`src/design/assert_macros.svh`:
```
// Assertion helpers shared by the RTL.
`ifndef ASSERT_MACROS_SVH
`define ASSERT_MACROS_SVH

// Checked on every clock edge outside reset.
`define RRP_ASSERT(label, clk, rst, prop, msg) \
   label: assert property (@(posedge clk) disable iff (rst) prop) else $error(msg);

// Checked on every clock edge, reset included.
`define RRP_ASSERT_ALWAYS(label, clk, prop, msg) \
   label: assert property (@(posedge clk) prop) else $error(msg);

`endif

```
`src/design/rrp_pkg.sv`:
```
`default_nettype none
package rrp_pkg;

   // Ring size in bytes; must be a power of two.
   localparam int RING_BYTES = 32768;
   localparam int RING_BITS  = $clog2(RING_BYTES);

   localparam int BYTE_W   = 8;
   localparam int HALF_W   = 16;
   localparam int OFFSET_W = 15;
   localparam int POS_W    = 17;
   localparam int SUM_W    = 17;

   localparam int CSR_IDX_W = 8;
   localparam logic [CSR_IDX_W-1:0] CSR_CONSOLE_ETYPE = 8'd0;
   localparam logic [CSR_IDX_W-1:0] CSR_IP_ETYPE      = 8'd1;
   localparam logic [CSR_IDX_W-1:0] CSR_MIN_IP_LEN    = 8'd2;
   localparam logic [CSR_IDX_W-1:0] CSR_MAX_IP_LEN    = 8'd3;

   localparam logic [HALF_W-1:0] CONSOLE_ETYPE_RST = 16'h88B5;
   localparam logic [HALF_W-1:0] IP_ETYPE_RST      = 16'h0800;
   localparam logic [HALF_W-1:0] MIN_IP_LEN_RST    = 16'd42;
   localparam logic [HALF_W-1:0] MAX_IP_LEN_RST    = 16'd1599;

   // Header byte positions.
   localparam logic [POS_W-1:0] POS_STATUS_LO = 17'd0;
   localparam logic [POS_W-1:0] POS_STATUS_HI = 17'd1;
   localparam logic [POS_W-1:0] POS_LEN_LO    = 17'd2;
   localparam logic [POS_W-1:0] POS_LEN_HI    = 17'd3;
   localparam logic [POS_W-1:0] HDR_BYTES     = 17'd4;

   // Frame byte positions.
   localparam logic [POS_W-1:0] FRM_TYPE_HI   = 17'd12;
   localparam logic [POS_W-1:0] FRM_TYPE_LO   = 17'd13;
   localparam logic [POS_W-1:0] FRM_CONSOLE   = 17'd14;
   localparam logic [POS_W-1:0] FRM_IP_START  = 17'd42;
   localparam logic [POS_W:0]   FRM_IP_TAIL   = 18'd5;

   localparam logic [SUM_W-1:0]  ALIGN_ROUND   = 17'd7;
   localparam logic [HALF_W-1:0] READ_PTR_BIAS = 16'd16;

   localparam int QUEUE_DEPTH = 4;
   localparam int QUEUE_AW    = $clog2(QUEUE_DEPTH);

   typedef struct packed {
      logic [BYTE_W-1:0] char_byte;
      logic              emit;
      logic              end_rec;
      logic              ok;
      logic [HALF_W-1:0] length;
   } cmd_type;

   typedef struct packed {
      logic full;
      logic empty;
   } queue_status_type;

endpackage
`default_nettype wire

```
`src/design/rrp_if.sv`:
```
`default_nettype none
interface rrp_req_if;
   logic                       valid;
   logic                       ready;
   logic [rrp_pkg::BYTE_W-1:0] rx_byte;
   modport source (output valid, output rx_byte, input ready);
   modport sink   (input valid, input rx_byte, output ready);
endinterface

interface rrp_rsp_if;
   logic                         valid;
   logic                         ready;
   logic [rrp_pkg::BYTE_W-1:0]   out_char;
   logic                         char_valid;
   logic                         record_end;
   logic                         record_ok;
   logic [rrp_pkg::OFFSET_W-1:0] next_offset;
   logic [rrp_pkg::HALF_W-1:0]   read_pointer_value;
   modport source (output valid, output out_char, output char_valid, output record_end,
                   output record_ok, output next_offset, output read_pointer_value,
                   input ready);
   modport sink   (input valid, input out_char, input char_valid, input record_end,
                   input record_ok, input next_offset, input read_pointer_value,
                   output ready);
endinterface

interface rrp_csr_if;
   logic                          valid;
   logic                          ready;
   logic [rrp_pkg::CSR_IDX_W-1:0] index;
   logic [rrp_pkg::HALF_W-1:0]    data;
   modport source (output valid, output index, output data, input ready);
   modport sink   (input valid, input index, input data, output ready);
endinterface
`default_nettype wire

```
`src/design/rrp_front.sv`:
```
`default_nettype none
module rrp_front (
   input  wire                          clock,
   input  wire                          reset,
   input  wire                          in_valid,
   output logic                         in_ready,
   input  wire  [rrp_pkg::BYTE_W-1:0]   rx_byte,
   input  wire                          csr_valid,
   input  wire  [rrp_pkg::CSR_IDX_W-1:0] csr_index,
   input  wire  [rrp_pkg::HALF_W-1:0]   csr_data,
   input  wire  rrp_pkg::queue_status_type q_status,
   output logic                         push,
   output rrp_pkg::cmd_type             push_cmd
);

   logic [rrp_pkg::POS_W-1:0]  pos_ff, pos_in;
   logic [rrp_pkg::HALF_W-1:0] len_ff, len_in;
   logic [rrp_pkg::HALF_W-1:0] ftype_ff, ftype_in;
   logic [rrp_pkg::HALF_W-1:0] console_et_ff, ip_et_ff, min_len_ff, max_len_ff;
   logic [rrp_pkg::POS_W-1:0]  frm;
   logic                       accept;
   logic                       ip_ok;
   rrp_pkg::cmd_type           cmd;

   assign in_ready = !q_status.full;
   assign accept   = in_valid && in_ready;
   assign frm      = pos_ff - rrp_pkg::HDR_BYTES;

   assign ip_ok = (ftype_ff == ip_et_ff) && (len_ff >= min_len_ff) && (len_ff <= max_len_ff)
                  && (frm >= rrp_pkg::FRM_IP_START)
                  && (({1'b0, frm} + rrp_pkg::FRM_IP_TAIL) <= {2'b00, len_ff});

   always_comb begin
      pos_in        = pos_ff;
      len_in        = len_ff;
      ftype_in      = ftype_ff;
      cmd.char_byte = rx_byte;
      cmd.emit      = 1'b0;
      cmd.end_rec   = 1'b0;
      cmd.ok        = 1'b0;
      if (pos_ff == rrp_pkg::POS_STATUS_LO) begin
         len_in   = '0;
         ftype_in = '0;
         if (!rx_byte[0]) begin
            cmd.end_rec = 1'b1;
         end else begin
            pos_in = rrp_pkg::POS_STATUS_HI;
         end
      end else if (pos_ff == rrp_pkg::POS_STATUS_HI) begin
         pos_in = rrp_pkg::POS_LEN_LO;
      end else if (pos_ff == rrp_pkg::POS_LEN_LO) begin
         len_in = {8'h00, rx_byte};
         pos_in = rrp_pkg::POS_LEN_HI;
      end else if (pos_ff == rrp_pkg::POS_LEN_HI) begin
         len_in = {rx_byte, len_ff[7:0]};
         if (len_in == '0) begin
            cmd.end_rec = 1'b1;
            cmd.ok      = 1'b1;
            pos_in      = '0;
         end else begin
            pos_in = rrp_pkg::HDR_BYTES;
         end
      end else begin
         if (frm == rrp_pkg::FRM_TYPE_HI) begin
            ftype_in = {rx_byte, 8'h00};
         end else if (frm == rrp_pkg::FRM_TYPE_LO) begin
            ftype_in = {ftype_ff[15:8], rx_byte};
         end
         if (frm >= rrp_pkg::FRM_CONSOLE) begin
            // console type wins when both registers match
            if (ftype_ff == console_et_ff) begin
               cmd.emit = (frm == rrp_pkg::FRM_CONSOLE);
            end else begin
               cmd.emit = ip_ok;
            end
         end
         if (({1'b0, frm} + 18'd1) >= {2'b00, len_ff}) begin
            cmd.end_rec = 1'b1;
            cmd.ok      = 1'b1;
            pos_in      = '0;
         end else begin
            pos_in = pos_ff + 17'd1;
         end
      end
      cmd.length = len_in;
   end

   assign push     = accept && (cmd.emit || cmd.end_rec);
   assign push_cmd = cmd;

   always_ff @(posedge clock) begin
      if (reset) begin
         pos_ff   <= '0;
         len_ff   <= '0;
         ftype_ff <= '0;
      end else if (accept) begin
         pos_ff   <= pos_in;
         len_ff   <= len_in;
         ftype_ff <= ftype_in;
      end
   end

   always_ff @(posedge clock) begin
      if (reset) begin
         console_et_ff <= rrp_pkg::CONSOLE_ETYPE_RST;
         ip_et_ff      <= rrp_pkg::IP_ETYPE_RST;
         min_len_ff    <= rrp_pkg::MIN_IP_LEN_RST;
         max_len_ff    <= rrp_pkg::MAX_IP_LEN_RST;
      end else if (csr_valid) begin
         case (csr_index)
            rrp_pkg::CSR_CONSOLE_ETYPE: console_et_ff <= csr_data;
            rrp_pkg::CSR_IP_ETYPE:      ip_et_ff      <= csr_data;
            rrp_pkg::CSR_MIN_IP_LEN:    min_len_ff    <= csr_data;
            rrp_pkg::CSR_MAX_IP_LEN:    max_len_ff    <= csr_data;
            default: ;
         endcase
      end
   end

endmodule
`default_nettype wire

```
`src/design/rrp_queue.sv`:
```
`default_nettype none
`include "assert_macros.svh"
module rrp_queue (
   input  wire                        clock,
   input  wire                        reset,
   input  wire                        push,
   input  wire  rrp_pkg::cmd_type     push_cmd,
   input  wire                        pop,
   output rrp_pkg::cmd_type           pop_cmd,
   output rrp_pkg::queue_status_type  status
);

   rrp_pkg::cmd_type              entry_ff [rrp_pkg::QUEUE_DEPTH];
   logic [rrp_pkg::QUEUE_AW-1:0]  wr_ptr_ff, rd_ptr_ff;
   logic [rrp_pkg::QUEUE_AW:0]    count_ff;

   assign status.full  = (count_ff == (rrp_pkg::QUEUE_AW + 1)'(rrp_pkg::QUEUE_DEPTH));
   assign status.empty = (count_ff == '0);
   assign pop_cmd      = entry_ff[rd_ptr_ff];

   always_ff @(posedge clock) begin
      if (push) begin
         entry_ff[wr_ptr_ff] <= push_cmd;
      end
   end

   always_ff @(posedge clock) begin
      if (reset) begin
         wr_ptr_ff <= '0;
         rd_ptr_ff <= '0;
         count_ff  <= '0;
      end else begin
         if (push) wr_ptr_ff <= wr_ptr_ff + 1'b1;
         if (pop)  rd_ptr_ff <= rd_ptr_ff + 1'b1;
         if (push && !pop) begin
            count_ff <= count_ff + 1'b1;
         end else if (pop && !push) begin
            count_ff <= count_ff - 1'b1;
         end
      end
   end

   `RRP_ASSERT(a_no_overflow, clock, reset, status.full |-> !push, "push into full queue")
   `RRP_ASSERT(a_no_underflow, clock, reset, status.empty |-> !pop, "pop from empty queue")
   `RRP_ASSERT(a_count_step, clock, reset,
      (push && !pop) |=> (count_ff == $past(count_ff) + 1'b1), "count did not advance")

endmodule
`default_nettype wire

```
`src/design/rrp_back.sv`:
```
`default_nettype none
`include "assert_macros.svh"
module rrp_back (
   input  wire                           clock,
   input  wire                           reset,
   input  wire  rrp_pkg::queue_status_type q_status,
   input  wire  rrp_pkg::cmd_type        pop_cmd,
   output logic                          pop,
   output logic                          out_valid,
   input  wire                           out_ready,
   output logic [rrp_pkg::BYTE_W-1:0]    out_char,
   output logic                          char_valid,
   output logic                          record_end,
   output logic                          record_ok,
   output logic [rrp_pkg::OFFSET_W-1:0]  next_offset,
   output logic [rrp_pkg::HALF_W-1:0]    read_pointer_value
);

   logic [rrp_pkg::OFFSET_W-1:0] ring_ff, ring_in;
   logic                         valid_ff;
   logic [rrp_pkg::BYTE_W-1:0]   char_ff;
   logic                         cvalid_ff, end_ff, ok_ff;
   logic [rrp_pkg::OFFSET_W-1:0] noff_ff, noff_in;
   logic [rrp_pkg::HALF_W-1:0]   rptr_ff, rptr_in;
   logic [rrp_pkg::SUM_W-1:0]    sum, aligned;
   logic [rrp_pkg::OFFSET_W-1:0] wrapped;
   logic                         close_ok;

   assign pop = !q_status.empty && (!valid_ff || out_ready);

   assign sum      = {2'b00, ring_ff} + {1'b0, pop_cmd.length} + rrp_pkg::ALIGN_ROUND;
   assign aligned  = {sum[rrp_pkg::SUM_W-1:2], 2'b00};
   // power-of-two ring: modulo is a mask
   assign wrapped  = rrp_pkg::OFFSET_W'(aligned & rrp_pkg::SUM_W'(rrp_pkg::RING_BYTES - 1));
   assign close_ok = pop_cmd.end_rec && pop_cmd.ok;

   always_comb begin
      ring_in = ring_ff;
      noff_in = '0;
      rptr_in = '0;
      if (close_ok) begin
         ring_in = wrapped;
         noff_in = wrapped;
         rptr_in = {1'b0, wrapped} - rrp_pkg::READ_PTR_BIAS;
      end else if (pop_cmd.end_rec) begin
         noff_in = ring_ff;
      end
   end

   always_ff @(posedge clock) begin
      if (reset) begin
         valid_ff <= 1'b0;
         ring_ff  <= '0;
      end else begin
         if (pop) begin
            valid_ff <= 1'b1;
            ring_ff  <= ring_in;
         end else if (out_ready) begin
            valid_ff <= 1'b0;
         end
      end
   end

   always_ff @(posedge clock) begin
      if (pop) begin
         char_ff   <= pop_cmd.emit ? pop_cmd.char_byte : '0;
         cvalid_ff <= pop_cmd.emit;
         end_ff    <= pop_cmd.end_rec;
         ok_ff     <= close_ok;
         noff_ff   <= noff_in;
         rptr_ff   <= rptr_in;
      end
   end

   assign out_valid          = valid_ff;
   assign out_char           = char_ff;
   assign char_valid         = cvalid_ff;
   assign record_end         = end_ff;
   assign record_ok          = ok_ff;
   assign next_offset        = noff_ff;
   assign read_pointer_value = rptr_ff;

   `RRP_ASSERT(a_ok_needs_end, clock, reset, (valid_ff && ok_ff) |-> end_ff,
      "record_ok without record_end")
   `RRP_ASSERT(a_item_nonempty, clock, reset, valid_ff |-> (cvalid_ff || end_ff),
      "empty result item")
   `RRP_ASSERT(a_offset_aligned, clock, reset, (valid_ff && end_ff) |-> (noff_ff[1:0] == 2'b00),
      "next offset not word aligned")
   `RRP_ASSERT(a_ring_holds, clock, reset,
      (!$past(reset) && !$past(pop && close_ok)) |-> $stable(ring_ff),
      "ring offset moved without a closed record")

endmodule
`default_nettype wire

```
`src/design/rx_ring_record_parser_core.sv`:
```
// Channel   Dir  Handshake      Payload
// req_ch    in   valid/ready    rx_byte[7:0]
// rsp_ch    out  valid/ready    out_char, char_valid, record_end, record_ok,
//                               next_offset[14:0], read_pointer_value[15:0]
// csr_ch    in   valid/ready    index[7:0], data[15:0]
//
// One byte can transfer every cycle while the queue is not full. A byte that yields a result is
// classified and queued at its transfer edge, then loaded from the queue into the output register
// when it reaches the queue head and the output register is empty or being taken.
// Stalls on rsp_ch fill a four-entry queue; req_ch.ready drops only when it is full.
// csr_ch.ready is always high; register writes take effect the next cycle.
// Reset is synchronous and restores the default registers and ring offset zero.
`default_nettype none
module rx_ring_record_parser_core (
   input  wire       clock,
   input  wire       reset,
   rrp_req_if.sink   req_ch,
   rrp_rsp_if.source rsp_ch,
   rrp_csr_if.sink   csr_ch
);

   rrp_pkg::cmd_type          push_cmd, pop_cmd;
   rrp_pkg::queue_status_type q_status;
   logic                      push, pop;

   assign csr_ch.ready = 1'b1;

   rrp_front u_front (
      .clock     (clock),
      .reset     (reset),
      .in_valid  (req_ch.valid),
      .in_ready  (req_ch.ready),
      .rx_byte   (req_ch.rx_byte),
      .csr_valid (csr_ch.valid),
      .csr_index (csr_ch.index),
      .csr_data  (csr_ch.data),
      .q_status  (q_status),
      .push      (push),
      .push_cmd  (push_cmd)
   );

   rrp_queue u_queue (
      .clock    (clock),
      .reset    (reset),
      .push     (push),
      .push_cmd (push_cmd),
      .pop      (pop),
      .pop_cmd  (pop_cmd),
      .status   (q_status)
   );

   rrp_back u_back (
      .clock              (clock),
      .reset              (reset),
      .q_status           (q_status),
      .pop_cmd            (pop_cmd),
      .pop                (pop),
      .out_valid          (rsp_ch.valid),
      .out_ready          (rsp_ch.ready),
      .out_char           (rsp_ch.out_char),
      .char_valid         (rsp_ch.char_valid),
      .record_end         (rsp_ch.record_end),
      .record_ok          (rsp_ch.record_ok),
      .next_offset        (rsp_ch.next_offset),
      .read_pointer_value (rsp_ch.read_pointer_value)
   );

endmodule
`default_nettype wire
```
`src/flat_wrapper.sv`:
```
// flat-port wrapper written by rule: the top's interface ports become plain ports
module rx_ring_record_parser_core_flat 
  (clock, reset, req_ch_valid, req_ch_rx_byte, req_ch_ready, rsp_ch_valid, rsp_ch_out_char, rsp_ch_char_valid, rsp_ch_record_end, rsp_ch_record_ok, rsp_ch_next_offset, rsp_ch_read_pointer_value, rsp_ch_ready, csr_ch_valid, csr_ch_index, csr_ch_data, csr_ch_ready);
  rrp_req_if req_ch_i ();
  rrp_rsp_if rsp_ch_i ();
  rrp_csr_if csr_ch_i ();
  input  wire clock;
  input  wire reset;
  input wire logic [$bits(req_ch_i.valid)-1:0] req_ch_valid;
  input wire logic [$bits(req_ch_i.rx_byte)-1:0] req_ch_rx_byte;
  output wire logic [$bits(req_ch_i.ready)-1:0] req_ch_ready;
  output wire logic [$bits(rsp_ch_i.valid)-1:0] rsp_ch_valid;
  output wire logic [$bits(rsp_ch_i.out_char)-1:0] rsp_ch_out_char;
  output wire logic [$bits(rsp_ch_i.char_valid)-1:0] rsp_ch_char_valid;
  output wire logic [$bits(rsp_ch_i.record_end)-1:0] rsp_ch_record_end;
  output wire logic [$bits(rsp_ch_i.record_ok)-1:0] rsp_ch_record_ok;
  output wire logic [$bits(rsp_ch_i.next_offset)-1:0] rsp_ch_next_offset;
  output wire logic [$bits(rsp_ch_i.read_pointer_value)-1:0] rsp_ch_read_pointer_value;
  input wire logic [$bits(rsp_ch_i.ready)-1:0] rsp_ch_ready;
  input wire logic [$bits(csr_ch_i.valid)-1:0] csr_ch_valid;
  input wire logic [$bits(csr_ch_i.index)-1:0] csr_ch_index;
  input wire logic [$bits(csr_ch_i.data)-1:0] csr_ch_data;
  output wire logic [$bits(csr_ch_i.ready)-1:0] csr_ch_ready;
  assign req_ch_i.valid = req_ch_valid;
  assign req_ch_i.rx_byte = req_ch_rx_byte;
  assign req_ch_ready = req_ch_i.ready;
  assign rsp_ch_valid = rsp_ch_i.valid;
  assign rsp_ch_out_char = rsp_ch_i.out_char;
  assign rsp_ch_char_valid = rsp_ch_i.char_valid;
  assign rsp_ch_record_end = rsp_ch_i.record_end;
  assign rsp_ch_record_ok = rsp_ch_i.record_ok;
  assign rsp_ch_next_offset = rsp_ch_i.next_offset;
  assign rsp_ch_read_pointer_value = rsp_ch_i.read_pointer_value;
  assign rsp_ch_i.ready = rsp_ch_ready;
  assign csr_ch_i.valid = csr_ch_valid;
  assign csr_ch_i.index = csr_ch_index;
  assign csr_ch_i.data = csr_ch_data;
  assign csr_ch_ready = csr_ch_i.ready;
  rx_ring_record_parser_core u_core (.clock(clock), .reset(reset), .req_ch(req_ch_i), .rsp_ch(rsp_ch_i), .csr_ch(csr_ch_i));
endmodule
```
`config.mk`:
```
export PLATFORM = sky130hd
export DESIGN_NAME = rx_ring_record_parser_core_flat
export DESIGN_NICKNAME = d
export VERILOG_FILES = /design/src/design/rrp_pkg.sv /design/src/design/rrp_if.sv /design/src/design/rrp_front.sv /design/src/design/rrp_queue.sv /design/src/design/rrp_back.sv /design/src/design/rx_ring_record_parser_core.sv /design/src/flat_wrapper.sv
export VERILOG_INCLUDE_DIRS = /design/src /design/src/design
export SDC_FILE = /design/constraint.sdc
export NUM_CORES = 1
export LEC_CHECK = 0
export BUFFER_PORTS_ARGS = -buffer_cell sky130_fd_sc_hd__buf_2
export CAP_MARGIN = 30
export CORE_MARGIN = 8
export CORE_UTILIZATION = 55
export DETAILED_ROUTE_END_ITERATION = 12
export MAX_ROUTING_LAYER = met4
export PLACE_DENSITY = 0.77
export SYNTH_ARGS = -nofsm -noshare
export SYNTH_HDL_FRONTEND = slang
export SYNTH_SLANG_ARGS = --single-unit
```
`constraint.sdc`:
```
create_clock -name clock -period 5.9 [get_ports clock]
set_clock_uncertainty 0.05 [all_clocks]
set_input_delay 0 -clock clock [delete_from_list [all_inputs] [get_ports clock]]
set_output_delay 0 -clock clock [all_outputs]
set_load 0.05 [all_outputs]
```
Yosys cells after proc, flatten, opt, wreduce, memory -nomap -nowiden
Memory sizes are Yosys's and may differ from the RTL's. A register that Yosys moved wholly into a read port is not among the register bits.
Cells that the tools add are included.
{ "word_totals": {"word_cells": 125, "ff_bits": 174, "input_bits": 37, "n_memories": 1, "ramBits": 108, "output_inout_bits": 45} }
{ "op_classes": {"n_addsub": 11, "magnitude_cmp": 6, "n_mux": 39, "n_reduce_logical": 33, "eq_ne": 16} }
{ "mem_list": {"columns": ["name", "words", "width", "read_ports", "rd_clocked_by_memory_dff", "write_ports", "line_no", "text"], "rows": [
  ["u_core.u_queue.entry_ff", 4, 27, 1, 1, 1, "rrp_queue.sv:13", "rrp_pkg::cmd_type entry_ff [rrp_pkg::QUEUE_DEPTH];"]
]} }
{ "op_table": {"columns": ["operator", "n"], "rows": [
  ["$mux W16", 9],
  ["$mux W17", 6],
  ["$eq A17 B4 Y1 const B", 3],
  ["$eq A17 B2 Y1 const B", 2],
  ["$eq A16 B16 Y1", 2],
  ["$mux W15", 2],
  ["$add A17 B1 Y18 const B", 1],
  ["$add A17 B3 Y18 const B", 1],
  ["$ge A18 B16 Y1", 1],
  ["$le A18 B16 Y1", 1],
  ["$add A17 B1 Y17 const B", 1],
  ["$eq A17 B1 Y1 const B", 1],
  ["$ge A17 B4 Y1 const B", 1],
  ["$ge A17 B6 Y1 const B", 1],
  ["$logic_not A17 Y1", 1],
  ["$sub A17 B3 Y17 const B", 1],
  ["$eq A8 B2 Y1 const B", 2],
  ["$ge A16 B16 Y1", 1],
  ["$le A16 B16 Y1", 1],
  ["$logic_not A16 Y1", 1],
  ["$sub A15 B5 Y16 const B", 1],
  ["$add A15 B15 Y15", 1],
  ["$add A15 B3 Y15 const B", 1],
  ["$mux W3", 5],
  ["other kinds (18)", 58]
]} }

Logic depth before layout (Yosys ltp)
{ "depth": {"depth_word": 17, "depth_mapped": 29, "depth_no_buf": 25} }

By module
From an unflattened synthesis, not the netlist that was laid out.
{ "hier_totals": {"hier_cells": 1505, "area_unflattened_um2": 15317.2} }
{ "modules_own_cells": {"columns": ["mod", "n_inst", "area_each_um2", "seq_area_each_um2", "cells_each"], "rows": [
  ["rrp_front", 1, 7727.4, 2262.2, 999],
  ["rrp_queue", 1, 4372.9, 3423.3, 185],
  ["rrp_back", 1, 3205.6, 1421.4, 319],
  ["rx_ring_record_parser_core", 1, 11.3, 0.0, 2]
]} }

Worst setup path before layout
Ideal clock, no wire load.
{ "synth_path": {"path_kind": "register to register", "from": "reg u_core.u_front.pos_ff[2] in the netlist's numbering", "to": "reg u_core.u_queue.count_ff[2] in the netlist's numbering", "synth_period_minus_slack_ns": 5.526, "stages_incl_launch_ff": 28, "setup_time_ns": 0.070, "slack_ns": 0.374, "path_buffers": 4, "t_arrival_ns": 5.406, "required_ns": 5.780, "cell_sequence": "dfxtp_1 -> buf_2 -> clkbuf_1 -> inv_1 -> ha_1 -> buf_2 -> nor4b_2 -> buf_2 -> xnor2_1 -> nor4b_1 -> a32oi_1 -> nor4_1 -> xnor2_1 -> ha_1 -> nor2b_1 -> o21ai_0 -> a22o_1 -> o41ai_1 -> nor4_1 -> o2111ai_1 -> a21oi_1 -> o21a_2 -> ha_1 -> inv_1 -> fa_1 -> xor2_1 -> or3_1 -> a21oi_1"} }
{ "synth_rtl": {"columns": ["item", "line_no", "text"], "rows": [
  ["start, declared", "rrp_front.sv:16", "logic [rrp_pkg::POS_W-1:0] pos_ff, pos_in;"],
  ["start signal, assigned", "rrp_front.sv:97", "pos_ff <= pos_in;"],
  ["end signal, assigned", "rrp_queue.sv:36", "count_ff <= count_ff + 1'b1;"],
  ["end signal, assigned", "rrp_queue.sv:38", "count_ff <= count_ff - 1'b1;"],
  ["end, declared", "rrp_queue.sv:15", "logic [rrp_pkg::QUEUE_AW:0] count_ff;"]
]} }

==> flow_metrics.tcl <==
set metrics [dict create \
    dp.cells 1915 \
    core_area_sq_um 27000 \
    status "completed" \
    final_hold_viol_count 0 \
    synthTopCellsByCount "nand2_1, edfxtp_1, dfxtp_1" \
    yosysMostFrequentCell "nand2_1" \
    synth_top_area_share_pct 28.2 \
    io_pins 82 \
    arrival_ns 5.98 \
    rsz0062_at_grt "false" \
    fin_hold_ws_ns 0.0313 \
    drtIter0Drc 997 \
    fillers 2182 \
    globalplace.congestion 0.903 \
    seq_power_share_pct 38.0 \
    n_antenna_cell 0 \
    place.port_buffers 76 \
    drt_pass1_iterations 5 \
    synth_seq_cells 278 \
    grt_overflow 0 \
    wire_per_inst_um 18.4 \
    setup-tns-final_ns 0 \
    switching_power_mw 2.41 \
    power_density_nw_per_um2 381 \
    initial_core_util_pct 56.0 \
    startpoint_type "flop" \
    nets 1778 \
    slew_headroom_pct 41.2 \
    combPwrFrac_pct 35.5 \
    htreeDepth 1 \
    cp-end-kind "flop" \
    fmax_ghz 0.180 \
    grt_pass1_wl_um 59700 \
    synth_area_sq_um 15100 \
    power.internal_mw 4.10 \
    setup_violations 0 \
    finalMaxSlewViolations 0 \
    seq_area_frac_synth_pct 46.2 \
    cts_tree "yes" \
    yosys_warnings 0 \
    peakVddDrop_mv 0.215 \
    drt_drc_violations_left 0 \
    tightest_slew_ns 0.880 \
    postRouteAntennaNets 0 \
    areaGrowthSynthToFinish_pct 13.0 \
    post_cts_buffers 0 \
    cts_sinks 278 \
    cp.required_ns 6.33 \
    power.total_mw 6.51 \
    die_height_um 182 \
    swShare_pct 37.0 \
    crit_type "flop to flop" \
    vias_per_cell 5.82 \
    via_count 11653 \
    cts_buffers 29 \
    worstPathMaxFanout 7 \
    hp-class "input pin to flop" \
    synth-edff-count 142 \
    grt_max_degree 80 \
    antenna_found_initial 0 \
    die_x_um 182 \
    avgSynthCellArea_sq_um 9.76 \
    ys.flop_type "edfxtp_1" \
    clockRootBuffer "clkbuf_16" \
    period_minus_slack_ns 5.55 \
    grtUsageTotal_pct 22.6 \
    synthArstFlopShare_pct 0 \
    syn_inst 1551 \
    drive_gt1_share_pct 12.1 \
    pwr-share-clk_pct 26.5 \
    yosysTopAreaCell "edfxtp_1" \
    maxCapViolations 0 \
    synthTopCellsByArea "edfxtp_1, dfxtp_1, ha_1" \
    post-route-util_pct 63.3 \
    wirelength_um 36900 \
    clk_pin_slew_ns 0.07 \
    yosysUniqueCellTypes 87 \
    clk_latency_ns 0.56 \
    dp_hpwl_um 26000 \
    min_period_over_period_pct 94.0 \
    p_leak_nw 6.66 \
    die_area_sq_um 33100 \
    rows 60 \
    cts_buffer_depth 3 \
    fin_cells 2003 \
    grt_pass1_vias 11507 \
]
==> sequential cells by signal, indices dropped and copies added, names as in the netlist, 16 cells and up, named ones only <==
signal and cells:
u_core.u_front.len_ff 16, u_core.u_front.console_et_ff 16, u_core.u_front.ip_et_ff 16, u_core.u_front.ftype_ff 16
u_core.u_front.pos_ff 17, u_core.u_front.min_len_ff 16, u_core.u_queue.entry_ff 104, u_core.u_front.max_len_ff 16
==> metal layers <==
metal  global-route usage, %  part of all wire (%)
met3                    3.47                   6.1
met2                    37.8                    48
met4                    5.71                   2.3
met5                       -                     0
met1                    28.3                    43
==> final timing paths <==
| path | start | to | slack (ns) | cells after the start |
|---|---|---|---|---|
| hold / removal | req_ch_valid | u_core.u_front.len_ff[4] | 0.03 | 5 |
| setup / recovery | u_core.u_front.pos_ff[4] | u_core.u_queue.count_ff[2] | 0.35 | 23 |
| hold reg to reg | u_core.u_front.min_len_ff[9] | u_core.u_front.min_len_ff[9] | 0.40 | 2 |
| setup reg to reg | u_core.u_front.pos_ff[4] | u_core.u_queue.count_ff[2] | 0.35 | 23 |
==> power groups by stage <==
stage	Clock, mW	Sequential [mW]	Combinational [mW]
2_1_floorplan	0	2.96	1.35
3_3_place_gp	0	2.51	2.25
3_5_place_dp	0	2.51	2.29
4_1_cts	1.75	2.47	2.32
5_1_grt	1.82	2.50	2.54
6_report	1.73	2.47	2.31
==> cells by family after synthesis <==
group                      Yosys count  synth area share (%)
DFF                                278                  46.2
AOI/OAI and AO/OA                  296                  12.1
muxes                               57                  5.80
adders and majority gates          102                  8.53
and+or+nand+nor                    554                  17.4
buffers and inverters              168                  4.54
xor gates and xnor gates            94                  5.44
other                                2                0.0496
==> per-stage QoR <==
step,instance area [sq um],setup WS [ns]
after floorplan,15100,0.374
after detailed placement,15800,0.269
final,17100,0.355
after global routing,17100,0.00238
after CTS,17000,0.201
after global placement,15800,0.433
==> cell usage in the layout, fill, tap and decap left out, types with 41 or more instances in the layout <==
cell	instances
a21oi_1	130
xnor2_1	53
ha_1	99
nor2_1	125
o21ai_0	43
buf_2	75
edfxtp_1	142
inv_1	84
dfxtp_1	133
nand2_1	228
xor2_1	41
==> cell type report <==
class                           count  area, sq um  area share [%]
Multi-Input combinational cell   1108         7520            44.0
Sequential cell                   278         6990            40.9
Timing Repair Buffer              138          937            5.48
Clock buffer                       43          828            4.85
Tap cell                          341          427            2.50
Inverter                           84          315            1.84
Clock inverter                     11         72.6           0.425
==> critical path, stage by stage, from the launching register on <==
cell and delay, ns:
dfxtp_1 0.31, or4_1 0.57, or3_4 0.39, nor4b_2 0.32
a32oi_1 0.18, nor2_1 0.23, nand2_1 0.13, xor2_1 0.18
ha_1 0.31, nand4_1 0.14, nor2_1 0.07, nor2_1 0.10
a22o_1 0.15, o41ai_1 0.07, nor4_1 0.38, o2111ai_2 0.22
a21oi_2 0.21, o21a_2 0.20, ha_1 0.20, inv_1 0.07
fa_1 0.38, xor2_1 0.16, or3_1 0.31, a21oi_1 0.15
==> what timing repair did <==
action                                 CTS  global route
endpoints found under the hold margin  158             0
hold buffers                            34             0
resized for setup                        0            12
setup endpoints to repair                0             2
No activity file was read; power rests on OpenSTA's default activity.
